==> src/rtl/frqs_pkg.sv <==
// frqs_pkg: shared types and constants for the fifo ready queue scheduler
// used by rtl/fifo_ready_queue_scheduler.sv and rtl/frqs_chk.sv
// no dependencies
package frqs_pkg;

    localparam int NUM_PROCS = 32;
    localparam int NUM_HARTS = 4;
    localparam int PID_W     = 5;
    localparam int HART_W    = 2;
    localparam int ST_W      = 3;
    localparam int OUT_W     = 3;
    localparam int CNT_W     = $clog2(NUM_PROCS + 1);

    typedef enum logic [1:0] {
        OP_INSERT = 2'd0,
        OP_SCHED  = 2'd1,
        OP_SET    = 2'd2
    } t_op;

    typedef enum logic [ST_W-1:0] {
        ST_FREE    = 3'd0,
        ST_READY   = 3'd1,
        ST_RUNNING = 3'd2,
        ST_BLOCKED = 3'd3,
        ST_ZOMBIE  = 3'd4
    } t_status;

    typedef enum logic [OUT_W-1:0] {
        OUT_INSERTED   = 3'd0,
        OUT_ALREADY    = 3'd1,
        OUT_DISPATCHED = 3'd2,
        OUT_SHUTDOWN   = 3'd3,
        OUT_HOLD       = 3'd4,
        OUT_STUCK      = 3'd5
    } t_outcome;

    typedef enum logic [1:0] {
        S_IDLE,
        S_RD1,
        S_RD2
    } t_state;

endpackage

==> src/rtl/fifo_ready_queue_scheduler.sv <==
// fifo_ready_queue_scheduler: fifo ready queue of process ids with a status table
// depends on frqs_pkg
//
// usage: a command is taken on a rising edge with start high and busy low;
// i_operation selects insert, schedule or set status, with i_proc_id,
// i_new_status and i_hart_id as operands. each command gives one result,
// shown on o_outcome and o_chosen_proc for exactly one cycle with o_strobe
// high; the receiver has no way to stall it.
// insert, set status and a schedule on an empty queue read the status
// memory and give their result from state S_RD1; a dispatching schedule
// also passes through S_RD2, since the queue slot memory is read first and
// its output then addresses the status memory. both memories have a
// registered read. busy is high from the cycle after accept until the
// result appears; a new command is taken in the cycle the result is shown,
// so a command is not taken before the last one is through.
// reset: synchronous, active low. it empties the queue, clears the in-queue
// bits and the status valid bits (every process reads as free) and zeroes
// the live counter. the slot memory needs no clearing pass.
module fifo_ready_queue_scheduler (
    input  logic                      i_clk,
    input  logic                      i_rst_n,
    input  logic                      start,
    output logic                      busy,
    input  logic [1:0]                i_operation,
    input  logic [frqs_pkg::PID_W-1:0]  i_proc_id,
    input  logic [frqs_pkg::ST_W-1:0]   i_new_status,
    input  logic [frqs_pkg::HART_W-1:0] i_hart_id,
    output logic                      o_strobe,
    output logic [frqs_pkg::OUT_W-1:0]  o_outcome,
    output logic [frqs_pkg::PID_W-1:0]  o_chosen_proc
);
    import frqs_pkg::*;

    localparam logic [PID_W:0]   NPROC_L = (PID_W+1)'(NUM_PROCS);
    localparam logic [PID_W-1:0] LAST_SLOT = PID_W'(NUM_PROCS - 1);

    // memories
    logic [PID_W-1:0] mem_slot [NUM_PROCS];
    logic [ST_W-1:0]  mem_st   [NUM_PROCS];

    t_state r_state, n_state;
    logic [1:0]        r_op;
    logic [PID_W-1:0]  r_pid, n_pid;
    logic [ST_W-1:0]   r_nst;
    logic [HART_W-1:0] r_hart;

    logic [PID_W-1:0]  r_slot_rd;
    logic [ST_W-1:0]   r_st_rd;
    logic              r_st_rd_vld;

    logic [PID_W-1:0]     r_head, n_head, r_tail, n_tail;
    logic [CNT_W-1:0]     r_qcnt, n_qcnt, r_live, n_live;
    logic [NUM_PROCS-1:0] r_inq, n_inq, r_st_vld, n_st_vld;

    logic             r_strobe, n_strobe;
    logic [OUT_W-1:0] r_outcome, n_outcome;
    logic [PID_W-1:0] r_chosen, n_chosen;

    logic             accept;
    logic [PID_W-1:0] st_raddr;
    logic             st_re;
    logic             st_we, slot_we;
    logic [ST_W-1:0]  st_wdata;
    logic [ST_W-1:0]  old_st;
    logic             old_live, new_live;
    logic             pid_ok;

    assign busy   = (r_state != S_IDLE);
    assign accept = start && !busy;

    assign o_strobe      = r_strobe;
    assign o_outcome     = r_outcome;
    assign o_chosen_proc = r_chosen;

    // status read: command operand when idle, dequeued id for a dispatch
    assign st_raddr = (r_state == S_IDLE) ? i_proc_id : r_slot_rd;
    assign st_re    = (r_state == S_IDLE) || (r_state == S_RD1);

    always_ff @(posedge i_clk) begin
        if (r_state == S_IDLE) begin
            r_slot_rd <= mem_slot[r_head];
        end
        if (st_re) begin
            r_st_rd     <= mem_st[st_raddr];
            r_st_rd_vld <= r_st_vld[st_raddr];
        end
        if (slot_we) begin
            mem_slot[r_tail] <= r_pid;
        end
        if (st_we) begin
            mem_st[r_pid] <= st_wdata;
        end
        if (accept) begin
            r_op   <= i_operation;
            r_nst  <= i_new_status;
            r_hart <= i_hart_id;
        end
        r_pid     <= n_pid;
        r_outcome <= n_outcome;
        r_chosen  <= n_chosen;
    end

    always_ff @(posedge i_clk) begin
        if (!i_rst_n) begin
            r_state  <= S_IDLE;
            r_head   <= '0;
            r_tail   <= '0;
            r_qcnt   <= '0;
            r_live   <= '0;
            r_inq    <= '0;
            r_st_vld <= '0;
            r_strobe <= 1'b0;
        end else begin
            r_state  <= n_state;
            r_head   <= n_head;
            r_tail   <= n_tail;
            r_qcnt   <= n_qcnt;
            r_live   <= n_live;
            r_inq    <= n_inq;
            r_st_vld <= n_st_vld;
            r_strobe <= n_strobe;
        end
    end

    // an entry never written reads as free
    assign old_st   = r_st_rd_vld ? r_st_rd : ST_FREE;
    assign old_live = (old_st != ST_FREE) && (old_st != ST_ZOMBIE);
    assign new_live = (st_wdata != ST_FREE) && (st_wdata != ST_ZOMBIE);
    assign pid_ok   = ({1'b0, r_pid} < NPROC_L);

    always_comb begin
        n_state   = r_state;
        n_pid     = r_pid;
        n_head    = r_head;
        n_tail    = r_tail;
        n_qcnt    = r_qcnt;
        n_live    = r_live;
        n_inq     = r_inq;
        n_st_vld  = r_st_vld;
        n_strobe  = 1'b0;
        n_outcome = r_outcome;
        n_chosen  = r_chosen;
        st_we     = 1'b0;
        slot_we   = 1'b0;
        st_wdata  = ST_FREE;

        unique case (r_state)
            S_IDLE: begin
                if (accept) begin
                    n_pid   = i_proc_id;
                    n_state = S_RD1;
                end
            end
            S_RD1: begin
                n_outcome = OUT_INSERTED;
                n_chosen  = '0;
                n_strobe  = 1'b1;
                n_state   = S_IDLE;
                unique case (r_op)
                    OP_INSERT: begin
                        if (!pid_ok || r_inq[r_pid]) begin
                            n_outcome = OUT_ALREADY;
                        end else begin
                            slot_we       = 1'b1;
                            n_tail        = (r_tail == LAST_SLOT) ? '0 : r_tail + 1'b1;
                            n_qcnt        = r_qcnt + 1'b1;
                            n_inq[r_pid]  = 1'b1;
                            st_we         = 1'b1;
                            st_wdata      = ST_READY;
                        end
                    end
                    OP_SCHED: begin
                        if (r_qcnt != '0) begin
                            // status of the head process arrives next cycle
                            n_pid    = r_slot_rd;
                            n_strobe = 1'b0;
                            n_state  = S_RD2;
                        end else if (r_live == '0) begin
                            n_outcome = (r_hart == '0) ? OUT_SHUTDOWN : OUT_HOLD;
                        end else begin
                            n_outcome = OUT_STUCK;
                        end
                    end
                    OP_SET: begin
                        if (pid_ok && (r_nst <= ST_ZOMBIE)) begin
                            st_we    = 1'b1;
                            st_wdata = r_nst;
                        end
                    end
                    default: begin
                    end
                endcase
            end
            S_RD2: begin
                n_head        = (r_head == LAST_SLOT) ? '0 : r_head + 1'b1;
                n_qcnt        = r_qcnt - 1'b1;
                n_inq[r_pid]  = 1'b0;
                st_we         = 1'b1;
                st_wdata      = ST_RUNNING;
                n_outcome     = OUT_DISPATCHED;
                n_chosen      = r_pid;
                n_strobe      = 1'b1;
                n_state       = S_IDLE;
            end
            default: begin
                n_state = S_IDLE;
            end
        endcase

        if (st_we) begin
            n_st_vld[r_pid] = 1'b1;
            if (old_live && !new_live && (r_live != '0)) begin
                n_live = r_live - 1'b1;
            end else if (!old_live && new_live) begin
                n_live = r_live + 1'b1;
            end
        end
    end

endmodule

==> config.mk <==
export PLATFORM = sky130hd
export DESIGN_NAME = fifo_ready_queue_scheduler
export DESIGN_NICKNAME = d
export VERILOG_FILES = /design/src/rtl/frqs_pkg.sv /design/src/rtl/fifo_ready_queue_scheduler.sv
export SDC_FILE = /design/constraint.sdc
export NUM_CORES = 1
export LEC_CHECK = 0
export ABC_CLOCK_PERIOD_IN_PS = 10400
export BUFFER_PORTS_ARGS = -buffer_cell sky130_fd_sc_hd__buf_2
export CORE_ASPECT_RATIO = 0.6
export CORE_MARGIN = 3
export CORE_UTILIZATION = 40
export DETAILED_ROUTE_END_ITERATION = 6
export PLACE_DENSITY_LB_ADDON = 0.25
export SYNTH_ARGS = -nofsm -noshare
export SYNTH_HDL_FRONTEND = slang
export SYNTH_SLANG_ARGS = --single-unit
==> constraint.sdc <==
create_clock -name i_clk -period 10.4 [get_ports i_clk]
set_clock_uncertainty 0.15 [all_clocks]
set_input_delay 2.08 -clock i_clk [delete_from_list [all_inputs] [get_ports i_clk]]
set_output_delay 2.08 -clock i_clk [all_outputs]
set_load 0.02 [all_outputs]
==> key figures, run 1 <==
Yosys
  – Top-count cell post-synth: edfxtp_1
  – Cell Area, Synth: between 10,000 and 15,000 um2
  – Cell accounting for the most synthesized area: edfxtp_1
  – Commonest cells post-synth: edfxtp_1 (252), nor2_1 (98), dfxtp_1 (89)
  – Ys async rst share: 0
  – Post-synthesis register bit count: about 340
  – Post-Synthesis Cells: between 900 and 1,000
  – Top FF cell, synth: edfxtp_1
  – Avg Inst Size Synth: 14.94 um2
  – Synthesized Nets: approximately 1,000
  – Top cell type's share of synthesized area: 0.5217
  – Sequential area share after synthesis: 0.6445
  – Yosys cell types: between 60 and 70
  – EDFF count, synth: about 250
  – Area contributors post-synth: edfxtp_1 (52%), dfxtp_1 (12%), mux4_2 (12%)
  – Warnings from Yosys: 0

Route
  – Initial DRT Pass Iterations: 5
  – Routed WL: 33.29 mm
  – Per-cell routed wire length: approximately 22 um
  – DRC: 0
  – Post-DRT Antenna Nets: 0
  – DR iter-0 viols: between 700 and 800
  – Vias per inst: roughly 5.6
  – Vias: about 8,300

Placement
  – Gp weighted congestion: between 0.8 and 0.9
  – Placed Area: between 15,000 and 20,000 um2
  – Dpl hpwl: 22.00 mm
  – Number of buffers added on ports: 24
  – DP Cell Count: approximately 1,400

Clocking
  – CTS tree: built
  – CTS buffer count: 34
  – Postcts setup bufs: 0
  – H-Tree Level Count: 2
  – Hold_buf cts: 0
  – Clk sinks: 341
  – Cts repair resizes: 0
  – Clock buffer depth: 3
  – Latest clock arrival within the worst-skew pair: roughly 510 ps
  – CTS clk-pin slew, worst paths: roughly 60 ps
  – Clock root cell: clkbuf_16

Finish
  – Design area: between 15,000 and 20,000 um2
  – Nets: roughly 1,000
  – Fill count: between 3,000 and 4,000
  – Inserted Diodes: 0
  – Final Util: 0.4560
  – Layout cells sized above 1: 0.1890
  – Non-Filler Instances: about 1,500
  – Area growth syn-to-layout: 11.11%

Floorplan
  – Die Wd: roughly 250 um
  – Std-Cell Rows: 53
  – Starting Density: 0.4104
  – Io pins: 25
  – Die Area: roughly 39,000 um2
  – Die span in y: approximately 150 um
  – CORE AREA: about 35,000 um2

Timing
  – Worst-Margin Slew: roughly 1100 ps
  – Maximum clock frequency: about 0.21 GHz
  – Final Hold Vio Count: 0
  – Tcrit/Tclk final: 0.4552
  – Setup TNS: 0 ps
  – Slew headroom: 0.2505
  – RSZ-0062 raised after global routing: false
  – Setup violators final: 0
  – Slew Limit Fails: 0
  – Post-layout minimum cycle time: ~4700 ps

Power and ir drop
  – Clock group share of total power: 0.400
  – Power, Total: approximately 2.8 mW
  – Net Sw Power: around 630 uW
  – Sequential share of power: 0.537
  – Internal power: 2.153 mW
  – Maximum vdd drop: 0.08049 mV
  – Net Sw Frac: 0.2264
  – PwrDens: ~170 nW/um2
  – Static leakage: about 5.4 nW
  – Comb power frac: 0.064

Critical path
  – CP Cell Sequence: buf_4 -> or3_1 -> nor2_1 -> o31a_1 -> nor4_1 -> a21oi_1 -> o21bai_1 -> inv_1 -> ha_1 -> a21o_1 -> a21oi_1 -> o21bai_1 -> a21oi_1 -> a211oi_1 -> a211oi_1 -> mux2i_1
  – WS Path Type: flip-flop to flip-flop
  – R2R setup slack: 5670 ps
  – Critical path fanouts, max: 36
  – Worst EP required: between 10,000 and 15,000 ps
  – Crit-path most repeated cell: a21oi_1
  – CP delay by family, top: compound AO/OA/AOI/OAI gates
  – Worst path bufs/invs: 2
  – Max stage delay cell, worst path: edfxtp_1
  – R2r worst-path depth: 16
  – Setup crit end kind: flip-flop
  – Arr. time, crit path: about 5000 ps
  – Worst path depth: 16
  – R2R Path End: r_live[5]
  – FF-to-FF Start: r_pid[3]
  – Worst Setup EP: r_live[5]
  – Worst stage delay on the critical path: 610 ps
  – Critical path origin: r_pid[3]
  – Startpoint Class: flip-flop

Status
  – Status: completed

Global routing
  – GRT Overall Usage: 0.1757
  – Vias in the first global route: 8,191
  – Largest net degree at the start of global routing: slightly below 80
  – Congestion Overflow GR: 0
  – Antenna violations before repair: 0
  – First-pass GRT wire length: 51.79 mm

Job
  – MaxCap Viol Count: 0

Min path
  – Min-delay worst type: flip-flop to flip-flop
==> state kept, by name (all words and copies together), names as in the netlist, 6 cells and up, named ones only <==
signal	cells
r_qcnt	6
r_st_vld	32
mem_slot	160
mem_st	64
r_live	6
==> per-layer routing <==
metal / GRT usage / vias up / wire [um]
met5: 0 / - / 0
met3: 0.03381 / 36 / 2250
met4: 0.03374 / 0 / 403
met1: 0.2934 / 4256 / 17210
met2: 0.2346 / 272 / 13430
li1: - / 3766 / -
==> worst min-delay path by stage <==
stage | from | endpoint | slack (ps) | cells past startpoint
floorplan | flip-flop | flip-flop | 290 | 2
global placement | r_st_vld[21] | r_st_vld[21] | 290 | 1
detailed placement | r_st_vld[8] | r_st_vld[8] | 300 | 1
CTS | flip-flop | flip-flop | 310 | 2
global route | flip-flop | flip-flop | 330 | 2
finish | flip-flop | flip-flop | 310 | 2
==> per-stage QoR <==
| stage | hold slack (ps) | setup WS (ps) |
|---|---|---|
| after detailed placement | 301.4 | 5699 |
| after floorplan | 285.0 | 5852 |
| after CTS | 310.8 | 5656 |
| after global placement | 292.2 | 5784 |
| final | 309.3 | 5666 |
| after global routing | 331.3 | 5200 |
==> worst register-to-register path, delay by kind of cell, from the launching register on <==
kind                     cells  cell delay (ps)
buffers and inverters        2              670
flip-flops                   1              610
AO/OA/AOI/OAI                9             1900
adder cells (fa/ha/maj)      1              310
AND/OR/NAND/NOR              3              810
multiplexers                 1              210
==> placed cells by master (no fill, tap or decap), drive strengths merged, types with 3 or more instances in the layout <==
cell,synthesis,final
mux2,18,18
or3b,4,4
nand2,57,57
o21ai,13,13
edfxtp,252,252
or4,3,3
mux2i,61,61
inv,17,18
clkbuf,35,49
o21a,32,32
ha,18,18
nor3,11,11
a21oi,28,28
mux4,75,75
o22ai,3,3
xnor2,6,6
nor2,99,99
o21bai,3,3
clkinv,0,10
buf,21,41
dfxtp,89,89
a21o,5,5
and3,7,7
o211ai,3,3
a211oi,10,10
nand3b,7,7
nor2b,10,10
nand3,40,40
nor3b,3,3
and2,8,8
==> power groups by stage <==
stage	Combinational (mW)	Clock (mW)	Sequential, mW
detailed placement	0.179	0	1.52
global placement	0.176	0	1.52
global route	0.191	1.19	1.49
floorplan	0.102	0	1.53
CTS	0.179	1.14	1.49
finish	0.177	1.11	1.49
==> area by class of cell <==
type / count / area (um2) / area share
Timing Repair Buffer: 41 / 247.7 / 0.01537
Tap cell: 467 / 584.3 / 0.03625
Inverter: 17 / 63.81 / 0.003959
Sequential cell: 341 / 9351 / 0.5802
Clock inverter: 11 / 60.06 / 0.003726
Multi-Input combinational cell: 557 / 4892 / 0.3035
Clock buffer: 49 / 917.1 / 0.05691
==> logic make-up after synthesis <==
family,count (synthesis),share of synthesized area
muxes,154,0.1725
adders and majority gates,20,0.01829
and+or+nand+nor,262,0.08600
DFF,341,0.6445
xor gates and xnor gates,8,0.004831
buffers and inverters,73,0.02062
AOI/OAI and AO/OA,113,0.05322
No activity file was read; power rests on OpenSTA's default activity.
==> run 2: changes to the inputs <==
--- a/config.mk
+++ b/config.mk
@@ -5,7 +5,8 @@
 export SDC_FILE = /design/constraint.sdc
 export NUM_CORES = 1
 export LEC_CHECK = 0
-export ABC_CLOCK_PERIOD_IN_PS = 10400
+export ABC_AREA = 1
+export ABC_CLOCK_PERIOD_IN_PS = 4600
 export BUFFER_PORTS_ARGS = -buffer_cell sky130_fd_sc_hd__buf_2
 export CORE_ASPECT_RATIO = 0.6
 export CORE_MARGIN = 3
==> constraint.sdc (replaced) <==
create_clock -name i_clk -period 4.6 [get_ports i_clk]
set_clock_uncertainty 0.15 [all_clocks]
set_input_delay 0.92 -clock i_clk [delete_from_list [all_inputs] [get_ports i_clk]]
set_output_delay 0.92 -clock i_clk [all_outputs]
set_load 0.02 [all_outputs]
==> key figures, run 2 <==
Route
  – Post-DRT Antenna Nets: 0
  – DR iter-0 viols: approximately 1,300
  – Routed WL: 38.68 mm
  – DRC: 0
  – Vias: around 11,000
  – Initial DRT Pass Iterations: 5
  – Vias per inst: around 5.5
  – Per-cell routed wire length: between 15 and 20 um

Critical path
  – Setup crit end kind: flip-flop
  – Worst stage delay on the critical path: around 520 ps
  – R2R setup slack: ~960 ps
  – CP delay by family, top: simple AND/OR/NAND/NOR gates
  – WS Path Type: flip-flop to flip-flop
  – Worst path bufs/invs: 4
  – Startpoint Class: flip-flop
  – Max stage delay cell, worst path: edfxtp_1
  – Critical path fanouts, max: 23
  – Worst EP required: a little under 5000 ps
  – Crit-path most repeated cell: nand2_1
  – Arr. time, crit path: 3910 ps

Yosys
  – EDFF count, synth: between 200 and 300
  – Post-Synth XOR/XNOR Area: 0.004142
  – Main combinational cell family by area after synthesis: compound AO/OA/AOI/OAI gates
  – Post-synthesis mux area share: 0
  – Warnings from Yosys: 0
  – Commonest cells post-synth: edfxtp_1 (252), nor2_1 (238), o21ai_0 (212)
  – Adder-Cell Fraction of Synth Area: 0.01792
  – Top cell type's share of synthesized area: 0.5112
  – Post-Synthesis Cells: about 1,400
  – Top FF cell, synth: edfxtp_1
  – Ys async rst share: 0
  – Synth Area in Simple Gates: 0.1423
  – Synthesized Nets: about 1,500
  – Cell Area, Synth: ~15,000 um2
  – Post-synthesis register bit count: 341
  – Avg Inst Size Synth: 10.24 um2
  – Yosys cell types: 39
  – Top-count cell post-synth: edfxtp_1
  – Sequential area share after synthesis: 0.6316
  – Area contributors post-synth: edfxtp_1 (51%), dfxtp_1 (12%), o21ai_0 (7.2%)
  – Cell accounting for the most synthesized area: edfxtp_1
  – Compound-Gate Fraction of Synth Area: 0.1499

Finish
  – Nets: between 1,000 and 1,500
  – Commonest non-fill, non-tap cell in the layout: edfxtp_1
  – Biggest regs: mem_slot x160, mem_st x64, r_st_vld x32
  – Layout cells sized above 1: 0.1088
  – Biggest register: mem_slot
  – Largest register FFs: 160
  – Inserted Diodes: 0
  – Final Util: 0.4620
  – Fill count: 3,299
  – Most frequent cells in the layout: edfxtp_1 (252), nor2_1 (238), o21ai_0 (210)
  – Area growth syn-to-layout: 11.55%

Timing
  – Slew Limit Fails: 0
  – Tcrit/Tclk final: 0.7914
  – RSZ-0062 raised after global routing: false
  – Slew headroom: 0.2754
  – Setup violators final: 0
  – Worst-Margin Slew: between 1000 and 1500 ps
  – Setup ws final: between 900 and 1000 ps
  – Maximum clock frequency: approximately 0.27 GHz
  – Final Hold Vio Count: 0
  – Hold_ws: slightly above 300 ps
  – Setup TNS: 0 ps
  – Post-layout minimum cycle time: ~3600 ps

Clocking
  – CTS buffer count: 35
  – Clock root cell: clkbuf_16
  – CTS clk-pin slew, worst paths: around 60 ps
  – Latest clock arrival within the worst-skew pair: around 530 ps
  – Hold_buf cts: 0
  – Postcts setup bufs: 0
  – Cts repair resizes: 0
  – CTS tree: built
  – H-Tree Level Count: 2
  – Clock buffer depth: 3
  – Clk sinks: between 300 and 400

Global routing
  – Largest net degree at the start of global routing: a little over 80
  – Vias in the first global route: just under 10,000
  – Congestion Overflow GR: 0
  – First-pass GRT wire length: 59.50 mm
  – Antenna violations before repair: 0
  – GRT Overall Usage: 0.1968

Floorplan
  – Die Area: 39,430 um2
  – Std-Cell Rows: 53
  – Die span in y: 155.0 um
  – Die Wd: between 200 and 300 um
  – CORE AREA: around 36,000 um2
  – Starting Density: 0.4141
  – Io pins: 25

Status
  – Status: completed

Placement
  – Dpl ws: 1036 ps
  – Gp weighted congestion: 0.8948
  – Dpl hpwl: between 20 and 30 mm
  – Number of buffers added on ports: 24

Power and ir drop
  – Static leakage: roughly 6.1 nW
  – Maximum vdd drop: 0.2158 mV
  – PwrDens: 440.4 nW/um2

Min path
  – Min-delay worst type: flip-flop to flip-flop

Job
  – MaxCap Viol Count: 0
[run 2: area by class of cell]
type | count | area, um2 | area share
flip-flops and latches | 341 | 9350 | 0.5662
clock buffers | 52 | 1022 | 0.06190
repair buffers | 52 | 330.3 | 0.02000
multi-input cells | 909 | 4667 | 0.2826
inverters | 116 | 435.4 | 0.02637
clock inverters | 10 | 123.9 | 0.007501
well taps | 467 | 584.3 | 0.03538
[run 2: stage by stage]
step           std cells  total power, mW  instance area (um2)
6_report            1947            7.273                16510
5_1_grt             1947            7.561                16510
4_1_cts             1947            7.307                16510
3_5_place_dp        1885            4.451                15370
3_3_place_gp        1885            4.448                15370
2_1_floorplan       1446            4.114                14800
[run 2: path summary, 6_finish.rpt]
| kind | start | cells after the start | to |
|---|---|---|---|
| max | r_pid[0] | 25 | r_live[5] |
| min | flip-flop | 2 | flip-flop |
| max reg2reg | r_pid[0] | 25 | r_live[5] |
| min reg2reg | flip-flop | 2 | flip-flop |
[run 2: logic make-up (layout without fill, tap and decap cells)]
kind of cell / Yosys count / count (layout)
adders and majority gates: 20 / 20
and+or+nand+nor: 500 / 500
buffers and inverters: 196 / 230
DFF: 341 / 341
AOI/OAI and AO/OA: 382 / 382
xor gates and xnor gates: 7 / 7
[run 2: report_power, final]
group          internal, mW  switching (mW)  total (mW)
Combinational         0.221           0.715       0.936
Clock                  1.71            1.16        2.87
Sequential             3.42          0.0440        3.47
Total                  5.35            1.92        7.27
[run 2: per-layer routing]
layer | GRT usage | share of wire | up-vias
met5 | 0 | 0 | -
met4 | 0.04280 | 0.015 | 0
met3 | 0.04094 | 0.085 | 51
met2 | 0.2423 | 0.37 | 398
met1 | 0.3389 | 0.53 | 5205
li1 | - | - | 5077
[run 2: worst register-to-register path: stages, from the launching register on]
cell and delay, ps:
edfxtp_1 520, buf_4 270, nand2_1 90, o21ai_0 100, nand2_1 90, nand2_1 60
nand2_1 60, nand2_1 60, nor2_2 120, nand3_2 180, nand2_1 100, nand2_1 120
nand3_2 150, inv_1 130, ha_1 350, a21oi_1 160, nand2_1 90, a21oi_1 130
inv_1 50, a21o_1 160, nand4_1 90, nand2_1 60, inv_1 70, nand3_1 80
nand2_1 70, nor2_1 50
